==> src/assert_macros.svh <==
// Assertion macros shared by the evidence fusion RTL.
// Depends on nothing; each user module must provide clk and rst_n.
`ifndef ASSERT_MACROS_SVH
`define ASSERT_MACROS_SVH

// Check on every clock edge outside of reset
`define ASSERT_CLK(lbl, prop, msg) \
    lbl: assert property (@(posedge clk) disable iff (!rst_n) prop) \
        else $error(msg);

// Check on every clock edge, reset included
`define ASSERT_ALL(lbl, prop, msg) \
    lbl: assert property (@(posedge clk) prop) else $error(msg);

`endif

==> src/dsef_pkg.sv <==
// Package for the evidence fusion unit: transaction types, constants, microcode.
// Used by dsef_useq and the top level; depends on nothing.
package dsef_pkg;

    localparam int MASS_W        = 16;
    localparam int HINT_W        = 8;
    localparam int FRAC_BITS_DEF = 15;
    localparam logic [MASS_W-1:0] NORM_RESET = 16'd33;

    localparam logic [HINT_W-1:0] HINT_STATIC  = 8'd1;
    localparam logic [HINT_W-1:0] HINT_DYNAMIC = 8'd2;

    // Input and result transactions
    typedef struct packed {
        logic              start_group;
        logic              occupied;
        logic [MASS_W-1:0] confidence;
        logic [MASS_W-1:0] reliability;
        logic [HINT_W-1:0] class_hint;
    } in_item_t;

    typedef struct packed {
        logic [MASS_W-1:0] mass_static_out;
        logic [MASS_W-1:0] mass_dynamic_out;
        logic [MASS_W-1:0] mass_unknown_out;
        logic [MASS_W-1:0] mass_ignorance_out;
        logic              unnormalized;
    } out_item_t;

    // Mass lanes
    localparam logic [1:0] LANE_S = 2'd0;
    localparam logic [1:0] LANE_D = 2'd1;
    localparam logic [1:0] LANE_U = 2'd2;
    localparam logic [1:0] LANE_I = 2'd3;

    // Datapath operations
    typedef enum logic [2:0] {
        UOP_NOP   = 3'd0,
        UOP_WAIT  = 3'd1,
        UOP_MUL   = 3'd2,
        UOP_WLOAD = 3'd3,
        UOP_SUM   = 3'd4,
        UOP_CHECK = 3'd5,
        UOP_DIV   = 3'd6,
        UOP_STORE = 3'd7
    } uop_t;

    // Multiplier operand selects
    typedef enum logic [2:0] {
        A_CONF = 3'd0,
        A_RS   = 3'd1,
        A_RD   = 3'd2,
        A_RU   = 3'd3,
        A_RI   = 3'd4
    } asel_t;

    typedef enum logic [2:0] {
        B_REL = 3'd0,
        B_BS  = 3'd1,
        B_BD  = 3'd2,
        B_BU  = 3'd3,
        B_BI  = 3'd4
    } bsel_t;

    // Sequencer jump conditions
    typedef enum logic [2:0] {
        J_NEXT     = 3'd0,
        J_WAIT_IN  = 3'd1,
        J_IF_RAW   = 3'd2,
        J_LOOP_DIV = 3'd3,
        J_WAIT_OUT = 3'd4,
        J_GOTO     = 3'd5
    } jmp_t;

    localparam int STEP_W = 5;
    typedef logic [STEP_W-1:0] step_t;

    // Program steps
    localparam step_t S_WAIT    = 5'd0;
    localparam step_t S_MUL_W   = 5'd1;
    localparam step_t S_LOAD_W  = 5'd2;
    localparam step_t S_SS      = 5'd3;
    localparam step_t S_SI      = 5'd4;
    localparam step_t S_IS      = 5'd5;
    localparam step_t S_DD      = 5'd6;
    localparam step_t S_DI      = 5'd7;
    localparam step_t S_ID      = 5'd8;
    localparam step_t S_UU      = 5'd9;
    localparam step_t S_UI      = 5'd10;
    localparam step_t S_IU      = 5'd11;
    localparam step_t S_II      = 5'd12;
    localparam step_t S_ACC_I   = 5'd13;
    localparam step_t S_SUM     = 5'd14;
    localparam step_t S_CHECK   = 5'd15;
    localparam step_t S_DIV     = 5'd16;
    localparam step_t S_STORE   = 5'd17;
    localparam step_t UCODE_LEN = 5'd18;

    typedef struct packed {
        uop_t       op;
        asel_t      a_sel;
        bsel_t      b_sel;
        logic       acc_en;
        logic [1:0] acc_lane;
        jmp_t       jmp;
        step_t      target;
    } ucode_t;

    // Status from the datapath to the sequencer
    typedef struct packed {
        logic in_fire;
        logic raw;
        logic div_last;
        logic out_busy;
    } seq_stat_t;

    // Control store: the accumulate field adds the product of the previous step
    function automatic ucode_t ucode(input step_t step);
        ucode_t u;
        u = '{op: UOP_NOP, a_sel: A_CONF, b_sel: B_REL, acc_en: 1'b0,
              acc_lane: LANE_S, jmp: J_NEXT, target: S_WAIT};
        case (step)
            S_WAIT:
            begin
                u.op  = UOP_WAIT;
                u.jmp = J_WAIT_IN;
            end
            S_MUL_W:
            begin
                u.op = UOP_MUL; u.a_sel = A_CONF; u.b_sel = B_REL;
            end
            S_LOAD_W:
            begin
                u.op = UOP_WLOAD;
            end
            S_SS:
            begin
                u.op = UOP_MUL; u.a_sel = A_RS; u.b_sel = B_BS;
            end
            S_SI:
            begin
                u.op = UOP_MUL; u.a_sel = A_RS; u.b_sel = B_BI;
                u.acc_en = 1'b1; u.acc_lane = LANE_S;
            end
            S_IS:
            begin
                u.op = UOP_MUL; u.a_sel = A_RI; u.b_sel = B_BS;
                u.acc_en = 1'b1; u.acc_lane = LANE_S;
            end
            S_DD:
            begin
                u.op = UOP_MUL; u.a_sel = A_RD; u.b_sel = B_BD;
                u.acc_en = 1'b1; u.acc_lane = LANE_S;
            end
            S_DI:
            begin
                u.op = UOP_MUL; u.a_sel = A_RD; u.b_sel = B_BI;
                u.acc_en = 1'b1; u.acc_lane = LANE_D;
            end
            S_ID:
            begin
                u.op = UOP_MUL; u.a_sel = A_RI; u.b_sel = B_BD;
                u.acc_en = 1'b1; u.acc_lane = LANE_D;
            end
            S_UU:
            begin
                u.op = UOP_MUL; u.a_sel = A_RU; u.b_sel = B_BU;
                u.acc_en = 1'b1; u.acc_lane = LANE_D;
            end
            S_UI:
            begin
                u.op = UOP_MUL; u.a_sel = A_RU; u.b_sel = B_BI;
                u.acc_en = 1'b1; u.acc_lane = LANE_U;
            end
            S_IU:
            begin
                u.op = UOP_MUL; u.a_sel = A_RI; u.b_sel = B_BU;
                u.acc_en = 1'b1; u.acc_lane = LANE_U;
            end
            S_II:
            begin
                u.op = UOP_MUL; u.a_sel = A_RI; u.b_sel = B_BI;
                u.acc_en = 1'b1; u.acc_lane = LANE_U;
            end
            S_ACC_I:
            begin
                u.acc_en = 1'b1; u.acc_lane = LANE_I;
            end
            S_SUM:
            begin
                u.op = UOP_SUM;
            end
            S_CHECK:
            begin
                u.op = UOP_CHECK; u.jmp = J_IF_RAW; u.target = S_STORE;
            end
            S_DIV:
            begin
                u.op = UOP_DIV; u.jmp = J_LOOP_DIV;
            end
            S_STORE:
            begin
                u.op = UOP_STORE; u.jmp = J_WAIT_OUT; u.target = S_WAIT;
            end
            default:
            begin
                u.jmp = J_GOTO; u.target = S_WAIT;
            end
        endcase
        return u;
    endfunction

endpackage

==> src/dsef_useq.sv <==
// Microcode sequencer of the evidence fusion unit: step counter and control store.
// Depends on dsef_pkg and assert_macros.svh.
`include "assert_macros.svh"

module dsef_useq (
    input  logic                clk,
    input  logic                rst_n,
    input  dsef_pkg::seq_stat_t stat,
    output dsef_pkg::ucode_t    ctrl
);

    dsef_pkg::step_t step_reg;
    dsef_pkg::step_t step_next;

    logic            mul_step;
    logic            store_step;
    logic            div_done;

    // Fetch the control word of the current step
    assign ctrl = dsef_pkg::ucode(step_reg);

    // Pick the next step
    always_comb
    begin
        case (ctrl.jmp)
            dsef_pkg::J_NEXT:     step_next = step_reg + 1'b1;
            dsef_pkg::J_WAIT_IN:  step_next = stat.in_fire ? step_reg + 1'b1 : step_reg;
            dsef_pkg::J_IF_RAW:   step_next = stat.raw ? ctrl.target : step_reg + 1'b1;
            dsef_pkg::J_LOOP_DIV: step_next = stat.div_last ? step_reg + 1'b1 : step_reg;
            dsef_pkg::J_WAIT_OUT: step_next = stat.out_busy ? step_reg : ctrl.target;
            dsef_pkg::J_GOTO:     step_next = ctrl.target;
            default:              step_next = dsef_pkg::S_WAIT;
        endcase
    end

    // Advance the step counter
    always_ff @(posedge clk or negedge rst_n)
    begin
        if (!rst_n)
            step_reg <= dsef_pkg::S_WAIT;
        else
            step_reg <= step_next;
    end

    // Step kinds watched below
    assign mul_step   = (ctrl.op == dsef_pkg::UOP_MUL);
    assign store_step = (ctrl.op == dsef_pkg::UOP_STORE);
    assign div_done   = (ctrl.op == dsef_pkg::UOP_DIV) && stat.div_last;

    `ASSERT_CLK(a_step_in_program, (step_reg < dsef_pkg::UCODE_LEN), "step beyond program")
    `ASSERT_CLK(a_fire_starts_mul, stat.in_fire |=> mul_step, "no multiply after accept")
    `ASSERT_CLK(a_div_ends_store, div_done |=> store_step, "division does not end in store")

endmodule

==> src/dempster_shafer_evidence_fusion_unit.sv <==
// Top level of the evidence fusion unit: datapath, config register, output register.
// Depends on dsef_pkg, dsef_useq and assert_macros.svh.
//
//   channel  | dir | handshake                 | payload
//   ---------+-----+---------------------------+----------------------
//   input    | in  | in_valid / in_stall       | in_data  (in_item_t)
//   result   | out | out_valid / out_stall     | out_data (out_item_t)
//   config   | in  | cfg_we                    | cfg_wdata
//
// One transaction goes through the single shared multiplier (eleven products) and the
// quotient loop that retires one bit per cycle for all four masses; an item whose sum is
// at or below the threshold skips the quotient loop and stores its raw masses.
// Reset (async, active low) leaves pure ignorance as running belief and threshold 33.
// A stalled result holds the program at its store step; the next input is taken
// while a finished result still waits.
`include "assert_macros.svh"

module dempster_shafer_evidence_fusion_unit #(
    parameter int FRAC_BITS = dsef_pkg::FRAC_BITS_DEF
) (
    input  logic                  clk,
    input  logic                  rst_n,
    input  logic                  in_valid,
    output logic                  in_stall,
    input  dsef_pkg::in_item_t    in_data,
    output logic                  out_valid,
    input  logic                  out_stall,
    output dsef_pkg::out_item_t   out_data,
    input  logic                  cfg_we,
    input  logic [dsef_pkg::MASS_W-1:0] cfg_wdata
);

    localparam int OW    = dsef_pkg::MASS_W;
    localparam int MW    = FRAC_BITS + 1;
    localparam int XW    = (MW > OW) ? MW : OW;
    localparam int AW    = MW + 2;
    localparam int SW    = MW + 4;
    localparam int CW    = (SW > OW) ? SW : OW;
    localparam int PW    = 2 * MW;
    localparam int CNT_W = $clog2(FRAC_BITS + 1);
    localparam logic [MW-1:0] ONE = {1'b1, {FRAC_BITS{1'b0}}};

    dsef_pkg::ucode_t    ctrl;
    dsef_pkg::seq_stat_t stat;

    logic              in_fire;
    logic              out_busy;
    logic              raw_now;
    logic              out_load;

    logic [MW-1:0]     conf_sat;
    logic [MW-1:0]     rel_sat;
    logic [XW-1:0]     conf_x;
    logic [XW-1:0]     rel_x;

    logic [MW-1:0]     conf_reg;
    logic [MW-1:0]     rel_reg;
    logic              occ_reg;
    logic [dsef_pkg::HINT_W-1:0] hint_reg;
    logic [MW-1:0]     w_reg;
    logic [PW-1:0]     prod_reg;
    logic [MW-1:0]     term;
    logic [MW-1:0]     mul_a;
    logic [MW-1:0]     mul_b;
    logic [MW-1:0]     bel [4];

    logic [AW-1:0]     c_reg [4];
    logic [SW-1:0]     sum_reg;
    logic [SW-1:0]     sum_next;
    logic              raw_reg;
    logic [CNT_W-1:0]  cnt_reg;
    logic [SW:0]       rem_reg [4];
    logic [SW:0]       rem_next [4];
    logic [MW-1:0]     q_reg [4];
    logic [MW-1:0]     q_next [4];

    logic [MW-1:0]     run_reg [4];
    logic [MW-1:0]     run_next [4];
    logic [OW-1:0]     min_norm_reg;
    dsef_pkg::out_item_t out_reg;
    dsef_pkg::out_item_t out_next;
    logic              out_valid_reg;
    logic              out_valid_next;

    logic              run_in_range;
    logic              rem_in_range;

    // Sequencer
    dsef_useq u_useq (
        .clk   (clk),
        .rst_n (rst_n),
        .stat  (stat),
        .ctrl  (ctrl)
    );

    // Handshakes
    assign in_stall = (ctrl.op != dsef_pkg::UOP_WAIT);
    assign in_fire  = in_valid && !in_stall;
    assign out_busy = out_valid_reg && out_stall;
    assign out_load = (ctrl.op == dsef_pkg::UOP_STORE) && !out_busy;

    assign raw_now = !(CW'(sum_reg) > CW'(min_norm_reg));

    assign stat.in_fire  = in_fire;
    assign stat.raw      = raw_now;
    assign stat.div_last = (cnt_reg == '0);
    assign stat.out_busy = out_busy;

    // Saturate incoming confidence and reliability at one
    assign conf_x   = XW'(in_data.confidence);
    assign rel_x    = XW'(in_data.reliability);
    assign conf_sat = (conf_x > XW'(ONE)) ? ONE : MW'(conf_x);
    assign rel_sat  = (rel_x > XW'(ONE)) ? ONE : MW'(rel_x);

    // Sensor belief from the weight
    always_comb
    begin
        bel[0] = (occ_reg && hint_reg == dsef_pkg::HINT_STATIC) ? w_reg : '0;
        bel[1] = (occ_reg && hint_reg == dsef_pkg::HINT_DYNAMIC) ? w_reg : '0;
        bel[2] = (occ_reg && hint_reg != dsef_pkg::HINT_STATIC
                  && hint_reg != dsef_pkg::HINT_DYNAMIC) ? w_reg : '0;
        bel[3] = occ_reg ? ONE - w_reg : ONE;
    end

    // Multiplier operand selection
    always_comb
    begin
        case (ctrl.a_sel)
            dsef_pkg::A_CONF: mul_a = conf_reg;
            dsef_pkg::A_RS:   mul_a = run_reg[0];
            dsef_pkg::A_RD:   mul_a = run_reg[1];
            dsef_pkg::A_RU:   mul_a = run_reg[2];
            dsef_pkg::A_RI:   mul_a = run_reg[3];
            default:          mul_a = '0;
        endcase
        case (ctrl.b_sel)
            dsef_pkg::B_REL: mul_b = rel_reg;
            dsef_pkg::B_BS:  mul_b = bel[0];
            dsef_pkg::B_BD:  mul_b = bel[1];
            dsef_pkg::B_BU:  mul_b = bel[2];
            dsef_pkg::B_BI:  mul_b = bel[3];
            default:         mul_b = '0;
        endcase
    end

    // Truncated product of the previous step
    assign term = MW'(prod_reg >> FRAC_BITS);

    assign sum_next = SW'(c_reg[0]) + SW'(c_reg[1]) + SW'(c_reg[2]) + SW'(c_reg[3]);

    // One restoring quotient bit per lane
    always_comb
    begin
        for (int k = 0; k < 4; k++)
        begin
            if (rem_reg[k] >= {1'b0, sum_reg})
            begin
                rem_next[k] = {rem_reg[k][SW-1:0] - sum_reg, 1'b0};
                q_next[k]   = {q_reg[k][MW-2:0], 1'b1};
            end
            else
            begin
                rem_next[k] = {rem_reg[k][SW-1:0], 1'b0};
                q_next[k]   = {q_reg[k][MW-2:0], 1'b0};
            end
        end
    end

    // New running belief: raw masses or quotients, saturated at one
    always_comb
    begin
        for (int k = 0; k < 4; k++)
        begin
            if (raw_reg)
                run_next[k] = (c_reg[k] > AW'(ONE)) ? ONE : MW'(c_reg[k]);
            else
                run_next[k] = (q_reg[k] > ONE) ? ONE : q_reg[k];
        end
        out_next.mass_static_out    = OW'(run_next[0]);
        out_next.mass_dynamic_out   = OW'(run_next[1]);
        out_next.mass_unknown_out   = OW'(run_next[2]);
        out_next.mass_ignorance_out = OW'(run_next[3]);
        out_next.unnormalized       = raw_reg;
    end

    assign out_valid_next = out_load || out_busy;

    // Control state: running belief, threshold, result valid
    always_ff @(posedge clk or negedge rst_n)
    begin
        if (!rst_n)
        begin
            run_reg[0]    <= '0;
            run_reg[1]    <= '0;
            run_reg[2]    <= '0;
            run_reg[3]    <= ONE;
            min_norm_reg  <= dsef_pkg::NORM_RESET;
            out_valid_reg <= 1'b0;
        end
        else
        begin
            if (cfg_we)
                min_norm_reg <= cfg_wdata;
            if (in_fire && in_data.start_group)
            begin
                run_reg[0] <= '0;
                run_reg[1] <= '0;
                run_reg[2] <= '0;
                run_reg[3] <= ONE;
            end
            else if (out_load)
            begin
                for (int k = 0; k < 4; k++)
                    run_reg[k] <= run_next[k];
            end
            out_valid_reg <= out_valid_next;
        end
    end

    // Datapath registers
    always_ff @(posedge clk)
    begin
        if (in_fire)
        begin
            conf_reg <= conf_sat;
            rel_reg  <= rel_sat;
            occ_reg  <= in_data.occupied;
            hint_reg <= in_data.class_hint;
            for (int k = 0; k < 4; k++)
                c_reg[k] <= '0;
        end
        else if (ctrl.acc_en)
            c_reg[ctrl.acc_lane] <= c_reg[ctrl.acc_lane] + AW'(term);

        if (ctrl.op == dsef_pkg::UOP_MUL)
            prod_reg <= mul_a * mul_b;

        if (ctrl.op == dsef_pkg::UOP_WLOAD)
            w_reg <= term;

        if (ctrl.op == dsef_pkg::UOP_SUM)
            sum_reg <= sum_next;

        if (ctrl.op == dsef_pkg::UOP_CHECK)
        begin
            raw_reg <= raw_now;
            cnt_reg <= CNT_W'(FRAC_BITS);
            for (int k = 0; k < 4; k++)
            begin
                rem_reg[k] <= (SW+1)'(c_reg[k]);
                q_reg[k]   <= '0;
            end
        end
        else if (ctrl.op == dsef_pkg::UOP_DIV)
        begin
            cnt_reg <= cnt_reg - 1'b1;
            for (int k = 0; k < 4; k++)
            begin
                rem_reg[k] <= rem_next[k];
                q_reg[k]   <= q_next[k];
            end
        end

        if (out_load)
            out_reg <= out_next;
    end

    assign out_valid = out_valid_reg;
    assign out_data  = out_reg;

    // Range conditions watched below
    assign run_in_range = (run_reg[0] <= ONE) && (run_reg[1] <= ONE)
                          && (run_reg[2] <= ONE) && (run_reg[3] <= ONE);
    assign rem_in_range = (rem_reg[0] < {sum_reg, 1'b0}) && (rem_reg[1] < {sum_reg, 1'b0})
                          && (rem_reg[2] < {sum_reg, 1'b0}) && (rem_reg[3] < {sum_reg, 1'b0});

    `ASSERT_CLK(a_run_le_one, run_in_range, "running mass above one")
    `ASSERT_CLK(a_rem_bound, (ctrl.op == dsef_pkg::UOP_DIV) |-> rem_in_range, "remainder out of range")
    `ASSERT_ALL(a_reset_idle, !rst_n |=> !out_valid_reg, "result valid after reset")

endmodule
==> config.mk <==
export PLATFORM = sky130hd
export DESIGN_NAME = dempster_shafer_evidence_fusion_unit
export DESIGN_NICKNAME = d
export VERILOG_FILES = /design/src/dsef_pkg.sv /design/src/dsef_useq.sv /design/src/dempster_shafer_evidence_fusion_unit.sv
export VERILOG_INCLUDE_DIRS = /design/src /design/src/src
export SDC_FILE = /design/constraint.sdc
export NUM_CORES = 2
export LEC_CHECK = 0
export BUFFER_PORTS_ARGS = -buffer_cell sky130_fd_sc_hd__clkbuf_2
export CORE_UTILIZATION = 60
export DETAILED_ROUTE_END_ITERATION = 8
export PLACE_DENSITY = 0.78
export SLEW_MARGIN = 20
export SYNTH_ARGS = -nofsm -noshare
export SYNTH_HDL_FRONTEND = slang
export SYNTH_HIERARCHICAL = 1
export SYNTH_SLANG_ARGS = --single-unit
==> constraint.sdc <==
create_clock -name clk -period 10.4 [get_ports clk]
set_input_delay 2.08 -clock clk [delete_from_list [all_inputs] [get_ports clk]]
set_output_delay 2.08 -clock clk [all_outputs]
set_load 0.01 [all_outputs]
# Yosys cells after proc, flatten, opt, wreduce, memory -nomap -nowiden
# Memories as Yosys holds them, arrays and structs flattened.
# Cells that the tools add are included.
# Widths: inputs -> output; s select.
dict set report totals {
  n_memories 3
  mem_bits_rw 220
  regBits 264
}
dict set report classes {
  magnitude_cmp 15
  addsub 11
  n_mul 1
  bitwise_logic 8
  reduce_logical 25
  eq_ne 44
  muxes 59
}
# name depth word_bits read_ports rd_clocked_by_memory_dff wr line_no
set mem_list {}
lappend mem_list {rem_reg 4 21 4 0 4 dempster_shafer_evidence_fusion_unit.sv:72} ;# logic [SW:0] rem_reg [4];
lappend mem_list {c_reg 4 18 5 0 4 dempster_shafer_evidence_fusion_unit.sv:67} ;# logic [AW-1:0] c_reg [4];
lappend mem_list {q_reg 4 16 4 0 4 dempster_shafer_evidence_fusion_unit.sv:74} ;# logic [MW-1:0] q_reg [4];
# cell count
set op_table {}
lappend op_table {{$mux 16} 20}
lappend op_table {{$mux 21} 8}
lappend op_table {{$pmux 16 s5} 2}
lappend op_table {{$mux 64} 2}
lappend op_table {{$gt 16x16->1 const B} 6}
lappend op_table {{$ge 21x20->1} 4}
lappend op_table {{$sub 20x20->20} 4}
lappend op_table {{$gt 18x16->1 const B} 4}
lappend op_table {{$pmux 6 s10} 1}
lappend op_table {{$eq 5x4->1 const B} 8}
lappend op_table {{$mul 16x16->31} 1}
lappend op_table {{$pmux 5 s6} 1}
lappend op_table {{$mux 5} 5}
lappend op_table {{$eq 3x2->1 const B} 8}
lappend op_table {{$eq 3x3->1 const B} 8}
lappend op_table {{$pmux 3 s7} 1}
lappend op_table {{$add 19x18->20} 1}
lappend op_table {{$add 20x18->20} 1}
lappend op_table {{$eq 5x3->1 const B} 4}
lappend op_table {{$gt 20x16->1} 1}
lappend op_table {{$add 18x18->19} 1}
lappend op_table {{$add 18x16->18} 1}
lappend op_table {{$mux 18} 1}
lappend op_table {{$reduce_or 18->1} 1}
lappend op_table {{30 further kinds} 69}

# Longest topological paths before layout
dict set report depth {
  depth_word 10
  ltp_mapped 37
}

# By module
# The synthesis kept the hierarchy.
# mod area_per_inst_um2 cells_per_inst n_inst
set by_module_without_submodules {}
lappend by_module_without_submodules {dempster_shafer_evidence_fusion_unit 34287.9 3259 1}
lappend by_module_without_submodules {dsef_useq 842.1 116 1}

# Worst setup path before layout
# No wires, ideal clock.
dict set report synth_path {
  path_kind {register -> register}
  start {reg u_useq.step_reg[3]}
  end {reg prod_reg[26], data pin}
  arrival_time_ns 8.448
  path_slack_ns 1.687
  path_stages_with_launch 33
  path_buffers 4
  synth_period_minus_slack_ns 8.713
  required_ns 10.135
  path_cell_list {dfrtp_1 buf_2 buf_1 inv_1 nor2_1 o21ai_0 a21oi_1 nor4bb_1 nand2_1 o21ai_0 or2_2 clkbuf_1 a222oi_1 clkbuf_1 nor2_1 fa_1 inv_1 fa_1 fa_1 fa_1 inv_1 fa_1 inv_1 fa_1 inv_1 ha_1 a21o_1 a21o_1 a2111oi_2 a211oi_1 o31ai_1 o211ai_1 xor2_1}
}
# item line_no
set synth_lines {}
lappend synth_lines {{from (decl)} dsef_useq.sv:12} ;# dsef_pkg::step_t step_reg;
lappend synth_lines {{from (signal assigned)} dsef_useq.sv:40} ;# step_reg <= dsef_pkg::S_WAIT;
lappend synth_lines {{from (signal assigned)} dsef_useq.sv:42} ;# step_reg <= step_next;
lappend synth_lines {{to (signal assigned)} dempster_shafer_evidence_fusion_unit.sv:236} ;# prod_reg <= mul_a * mul_b;
lappend synth_lines {{to (decl)} dempster_shafer_evidence_fusion_unit.sv:61} ;# logic [PW-1:0] prod_reg;

==> impl_metrics.json <==
{
  "die_h_um": 244,
  "nets": 4000,
  "finalSetupTns_ns": 0,
  "ys_warn_count": 6,
  "cp-end-kind": "flop",
  "cp_slowest_cell": "a2111oi_2",
  "grt_pass1_vias": 28100,
  "m1WireLength_um": 40800,
  "postSynthCellCount": 3368,
  "clkLatencyLatePin_ns": 0.65,
  "syn_nets": 3899,
  "largest_reg_flops": 84,
  "postCtsSetupBuffers": 0,
  "ioPinCount": 130,
  "diodes": 0,
  "totalWireLength_um": 109000,
  "finalClockSkew_ns": 0.0500,
  "num_rows": 88,
  "status": "complete, no violations",
  "relSlewSlack_pct": 22.7,
  "met2_length_um": 49300,
  "drv_cap": 0,
  "syn_to_final_growth_pct": 9.94,
  "final_common_cell": "edfxtp_1",
  "clock-sinks": 469,
  "synth_area_per_cell_um2": 10.4,
  "die-area_um2": 59400,
  "hp-class": "reg -> reg",
  "cts_buffers": 52,
  "cp_max_fo": 23,
  "vias_per_cell": 6.63,
  "top_layer": "met4",
  "ant_nets": 0,
  "grt_antenna_before_repair": 1,
  "fmax_ghz": 0.103,
  "rsz0062_at_grt": "false",
  "crit_required_ns": 10.75,
  "clk_pin_slew_ns": 0.06,
  "finalHoldViolCount": 0,
  "root_buffer": "clkbuf_16",
  "grt-ovfl-total": 0,
  "slowest_delay_ns": 0.81,
  "grt_max_degree": 108,
  "critical_path_buf_inv_count": 5,
  "dpl.hpwl_um": 81500,
  "clockBufferDepth": 3,
  "maxSlewViolCount": 0,
  "gp_congestion": 0.987,
  "cts_hold_buf": 0,
  "die_w_um": 244,
  "drc": 0,
  "syn_area_um2": 35100,
  "dr.first_iter.drc_count": 3183,
  "worst_pin_slew_ns": 1.16,
  "grt_pass1_wl_um": 165000,
  "critPathTopFamily": "adder cells",
  "dr_wl_met3_um": 13400,
  "cp_data_arrival_time_ns": 10.06,
  "drive_above_1_share_pct": 9.93,
  "cts_tree": "yes",
  "initial_core_util_pct": 60.8,
  "coreArea_um2": 57700,
  "cts_resized": 0,
  "critPathLaunchType": "flop",
  "track_usage_pct": 36.6,
  "path_common_cell": "fa_1",
  "vias": 28400,
  "path_class": "reg -> reg",
  "cts.htree.levels": 2,
  "port_buffers": 129,
  "firstDrtPassIters": 6,
  "most-common-layout-cells": "edfxtp_1, inv_1, nand2_1, nor2_1, ha_1",
  "finalSetupViolations": 0,
  "period_share_pct": 93.3,
  "fin_crit_ns": 9.71,
  "wl_per_cell_um": 25.4
}
-- layer usage --
layer | GRT usage [%] | up-vias
met2 | 56.7 | 1839
met5 | 0 | -
li1 | - | 12200
met4 | 15.4 | 0
met3 | 9.57 | 390
met1 | 48.8 | 14000
-- metrics by stage --
stage / util [%] / instance area (um2) / instances / setup WS, ns / hold WS (ns)
finish: 66.9 / 38600 / 4278 / 0.692 / 0.458
CTS: 66.8 / 38600 / 4278 / 0.716 / 0.458
global placement: 63.6 / 36700 / 4180 / 1.13 / 0.448
global route: 66.9 / 38600 / 4278 / 0.111 / 0.499
detailed placement: 63.6 / 36700 / 4180 / 0.801 / 0.451
floorplan: - / 35100 / 3368 / 1.69 / 0.433
-- worst register-to-register path, delay by kind of cell, from the launching register on --
kind            cells  cell delay (ns)
fa+ha+maj           7             3.40
compound gates     11             3.39
simple gates        5             1.22
flops               1             0.77
buf+inv             5             0.51
xor+xnor            1             0.16
-- path summary, 6_finish.rpt --
check	startpoint	end	slack, ns	depth (start not counted)
worst max-delay path	u_useq/step_reg[2]	prod_reg[26]	0.69	29
min in group asynchronous	rst_n	min_norm_reg[8]	1.33	1
worst max register to register	u_useq/step_reg[2]	prod_reg[26]	0.69	29
worst min register to register	rem_reg[0][0]	rem_reg[0][0]	0.46	2
worst min-delay path	rem_reg[0][0]	rem_reg[0][0]	0.46	2
max in group asynchronous	rst_n	run_reg[9]	7.85	2
-- area by class of cell --
class	instances	area (um2)
clock buffer	69	1440
clock inverter	29	445
fill	4375	19100
inverter	348	1310
multi-input combinational	2416	19800
sequential	469	13600
tap	765	957
timing repair buffer	182	1050
Power is not shown: default switching activity piles up to over one toggle a cycle in this logic, so the estimate is an artifact.
